**config.mk**
```make
export PLATFORM = sky130hd
export DESIGN_NAME = gcpd_ram
export DESIGN_NICKNAME = d
export VERILOG_FILES = /design/src/hdl/gcpd_ram.sv
export SDC_FILE = /design/constraint.sdc
export NUM_CORES = 1
export LEC_CHECK = 0
export ABC_CLOCK_PERIOD_IN_PS = 2900
export BUFFER_PORTS_ARGS = -buffer_cell sky130_fd_sc_hd__buf_2
export CORE_AREA = 2 2 165 232
export CTS_CLUSTER_SIZE = 25
export DETAILED_ROUTE_END_ITERATION = 16
export DIE_AREA = 0 0 167 234
export GPL_TIMING_DRIVEN = 1
export HOLD_SLACK_MARGIN = 0.03
export PLACE_DENSITY = 0.71
export SLEW_MARGIN = 0
export SYNTH_ARGS = -nofsm -noshare
export SYNTH_HDL_FRONTEND = slang
export SYNTH_SLANG_ARGS = --single-unit
```
**constraint.sdc**
```tcl
create_clock -name clock -period 2.9 [get_ports clock]
set_clock_uncertainty 0.05 [all_clocks]
set_input_delay 0.29 -clock clock [delete_from_list [all_inputs] [get_ports clock]]
set_output_delay 0.29 -clock clock [all_outputs]
set_load 0.02 [all_outputs]
```
**src/hdl/gcpd_ram.sv**
```systemverilog
module gcpd_ram #(
   parameter int WIDTH = 8,
   parameter int DEPTH = 64
) (
   input  logic                     clock,
   input  logic                     wr_en,
   input  logic [$clog2(DEPTH)-1:0] wr_addr,
   input  logic [WIDTH-1:0]         wr_data,
   input  logic [$clog2(DEPTH)-1:0] rd_addr,
   output logic [WIDTH-1:0]         rd_data
);

   logic [WIDTH-1:0] mem [DEPTH];
   logic [WIDTH-1:0] rd_data_ff;

   always_ff @(posedge clock) begin
      if (wr_en) begin
         mem[wr_addr] <= wr_data;
      end
      rd_data_ff <= mem[rd_addr];
   end

   assign rd_data = rd_data_ff;

endmodule

```
* Yosys cells after proc, flatten, opt, wreduce, memory -nomap -nowiden
Memories as Yosys holds them, arrays and structs flattened. A register that Yosys moved wholly into a read port is not among the register bits.
Cells that the tools add are included.
** Storage, ports and cells
- Input bits :: 22
- Output and inout port bits :: 8
- Word-level logic and storage cells :: 3
- Memories :: 1
- Bits in registers :: 0
- Memory bits (writable) :: 512
** Memories
- mem :: depth 64, width 8, rd ports 1, clocked after Yosys merged registers in 1, wr ports 1, RTL line 13 : logic [WIDTH-1:0] mem [DEPTH];
** Cells by class
- Mux-type cells :: 2
** Operator list (count)
- $mux W1 :: 2

* Longest topological paths before layout
- Depth in word-level cells :: 2
- Gate-level depth with buffers :: 9
- Gate-level depth less buffers :: 5

* Least setup slack after synthesis
OpenSTA, ideal clock, no wires.
- Path kind :: in2reg
- Start :: input port rd_addr[1]
- End :: register rd_data_ff[3], in the netlist rd_data[3] (read register of mem)
- Setup slack :: 0.892 ns
- Required time :: 2.722 ns
- Arrival :: 1.830 ns
- Stages on the path :: 7
- Setup time :: 0.128 ns
- Cells stage by stage :: buf_4 -> buf_2 -> buf_2 -> mux4_2 -> mux4_2 -> o21ai_1 -> o41ai_1
** RTL lines
- start: declaration :: RTL line 9 : input logic [$clog2(DEPTH)-1:0] rd_addr,
- end: declaration :: RTL line 14 : logic [WIDTH-1:0] rd_data_ff;

==> results.toml <==
[synthesis]
synth_top_area_share_pct = 76.2
synthSimpleGateAreaFrac_pct = 3.39
ys_top_cells_by_area = "edfxtp_1 (76%), mux4_2 (14%), nor2_1 (1.5%)"
synthMuxAreaShare_pct = 15.9
yosysSeqAreaShare_pct = 77.0
synth_warnings = 0
synth.distinct_cells = 40
synthXorXnorAreaFrac_pct = 0
ys_ff_latch = 520
synth_fa_ha_area_share_pct = 0
syn_area_per_cell_um2 = 21.5
synth_top_area_cell = "edfxtp_1"
syn_area_um2 = 20200
synthCells = 940
synth_compound_area_share_pct = 2.07
synth_top_family_by_area = "multiplexers"
syn-num-nets = 962

[power]
p_comb_share_pct = 5.4
power.density_nw_per_um2 = 649
sw_frac_of_total_pct = 20.8
p_switching_w = 0.00308
p_leak_nw = 7.30
p_seq_share_pct = 56.4
intPower_w = 0.0117
ir_drop_v = 0.000546
clkPwrFrac_pct = 38.2

[placement]
dp_hpwl_mm = 28.7
gp_congestion = 0.862
io_buffers = 29
post-place-ws_ps = 348

[detailed_routing]
viasPerCell = 6.18
vias = 9714
postRouteWirelength_mm = 43.8
wl_per_cell_um = 27.9
final_antenna_net_count = 0
drtIter0Drc = 852
dr.pass1.iters = 5
drc = 0

[floorplan]
start_util_pct = 54.4
core_um2 = 37100
fp.dieH_um = 234
die_w_um = 167
rows = 84
die-area_um2 = 39100
ioPinCount = 30

[outcome]
status = "finished clean"

[timing]
fin_setup_tns_ps = 0
finalWorstSetupSlack_ps = 700
grt_setup_unrepaired = "no"
setup_viol = 0
fin_crit_ps = 2200
worst_pin_slew_ps = 1190
period_share_pct = 75.9
max_freq_ghz = 0.455
max_slew_margin_pct = 20.5
slew_viol_final = 0
final_hold_viol_count = 0

[setup_path]
cp.required_ps = 3290
endpoint = "rd_data[3]$_DFF_P_"
r2r-end = "rd_data[3]$_DFF_P_"
r2r-start = "mem[3][3]$_DFFE_PP_"
r2r_cells = 5
cp-start-kind = "register"
arrival_ps = 2590
path_max_fanout = 1
reg2reg_slack_ps = 700
path_class = "reg2reg"
crit_start = "mem[3][3]$_DFFE_PP_"
end_kind = "register"

[final_layout]
drive_gt1_share_pct = 30.5
fin_util_pct = 61.5
final_cell_mix = "edfxtp_1 (512), mux4_2 (126), buf_4 (95), nor2_1 (83), clkbuf_16 (46)"
antenna_cells = 0
layout_commonest_cell = "edfxtp_1"
nets = 1088
syn_to_final_growth_pct = 13.2

[global_routing]
grt_usage_pct = 23.0
grt_max_degree = 65
grt_pass1_wl_mm = 65.1
grt_pass1_vias = 10067
antenna_found_initial = 2
overflow = 0

[run]
maxCapViolCount = 0

[clocking]
post_cts_resized = 0
clk_pin_slew_ps = 60
clk_latency_ps = 570
cts_tree = "done"
cts-htree-levels = 2
cts_sinks = 520
cts_root_buf = "clkbuf_16"
numCtsBuffers = 46
holdBufCountCts = 0
post_cts_buffers = 0
clockBufferDepth = 3

[worst_hold_path]
hp-class = "in2reg"
min_path_cells = 1
hp-start = "wr_data[5]"
worst max-delay path: stages, from the launching register on:
cell       delay [ps]
edfxtp_1          370
mux4_2            490
nor2b_1           160
a2111oi_0         660
buf_4             260
o41ai_1            80
layer usage:
| metal | share of wire [%] | GRT usage [%] | wire, um | vias to the layer above |
|---|---|---|---|---|
| li1 | - | - | - | 4170 |
| met1 | 38 | 29.2 | 16600 | 5057 |
| met2 | 52 | 39.5 | 22600 | 385 |
| met3 | 6.5 | 4.44 | 2840 | 100 |
| met4 | 4.1 | 9.64 | 1810 | 2 |
| met5 | 0.018 | 0 | 8 | - |
state kept, by name (all words and copies together), names as in the netlist:
signal / cells
mem: 512
rd_data: 8
stage by stage:
step	area, um2	hold WS, ps	instances	power (W)
final	22800	123	1572	0.0148
after global routing	22800	127	1572	0.0152
after CTS	22800	100	1572	0.0149
after detailed placement	21400	692	1491	0.00932
after global placement	21400	658	1491	0.00930
after floorplan	20200	339	940	0.00895
cells by family (layout without fill, tap and decap cells):
| family | after synthesis | in the layout |
|---|---|---|
| AO/OA/AOI/OAI | 54 | 54 |
| AND/OR/NAND/NOR | 153 | 153 |
| buffers and inverters | 51 | 210 |
| flip-flops | 520 | 520 |
| multiplexers | 162 | 162 |
final cells by class:
class	instances	area, um2
Timing Repair Buffer	129	997
Tap cell	473	592
Clock inverter	21	151
Fill cell	2557	14300
Sequential cell	520	15500
Clock buffer	60	1230
Multi-Input combinational cell	369	4320
worst min path at each step:
stage,to,slack [ps]
3_5_place_dp,rd_data[1]$_DFF_P_,690
3_3_place_gp,rd_data[1]$_DFF_P_,660
4_1_cts,rd_data[1]$_DFF_P_,100
6_report,mem[48][5]$_DFFE_PP_,120
2_1_floorplan,mem[0][0]$_DFFE_PP_,340
5_1_grt,mem[11][5]$_DFFE_PP_,130
synth_stat cells:
| cell type | instances |
|---|---|
| a2111oi_0 | 2 |
| a211oi_1 | 4 |
| a21oi_1 | 3 |
| a221oi_1 | 6 |
| a22oi_1 | 3 |
| a31oi_1 | 1 |
| and2_1 | 1 |
| buf_1 | 4 |
| buf_12 | 2 |
| buf_2 | 11 |
| buf_4 | 13 |
| buf_6 | 4 |
| clkbuf_1 | 17 |
| dfxtp_1 | 8 |
| edfxtp_1 | 512 |
| mux2_2 | 13 |
| mux2i_1 | 23 |
| mux4_2 | 126 |
| nand2_1 | 19 |
| nand2b_1 | 7 |
| nand3_1 | 13 |
| nand3b_1 | 3 |
| nand4_1 | 2 |
| nand4b_1 | 1 |
| nor2_1 | 83 |
| nor2b_1 | 14 |
| nor3_1 | 7 |
| nor4_1 | 2 |
| o2111ai_1 | 3 |
| o21a_1 | 2 |
| o21ai_0 | 2 |
| o21ai_1 | 2 |
| o221a_2 | 2 |
| o221ai_1 | 8 |
| o22ai_1 | 8 |
| o2bb2ai_1 | 3 |
| o311ai_1 | 1 |
| o32ai_1 | 2 |
| o41ai_1 | 2 |
| or3_1 | 1 |
power groups by stage:
stage                     clock (W)  sequential, W  combinational, W
after CTS                   0.00576        0.00835          0.000815
after global routing        0.00603        0.00835          0.000857
final                       0.00566        0.00835          0.000807
after floorplan                   0        0.00851          0.000443
after detailed placement          0        0.00851          0.000812
after global placement            0        0.00850          0.000799
Note: power is estimated with default switching activity, not from simulation.
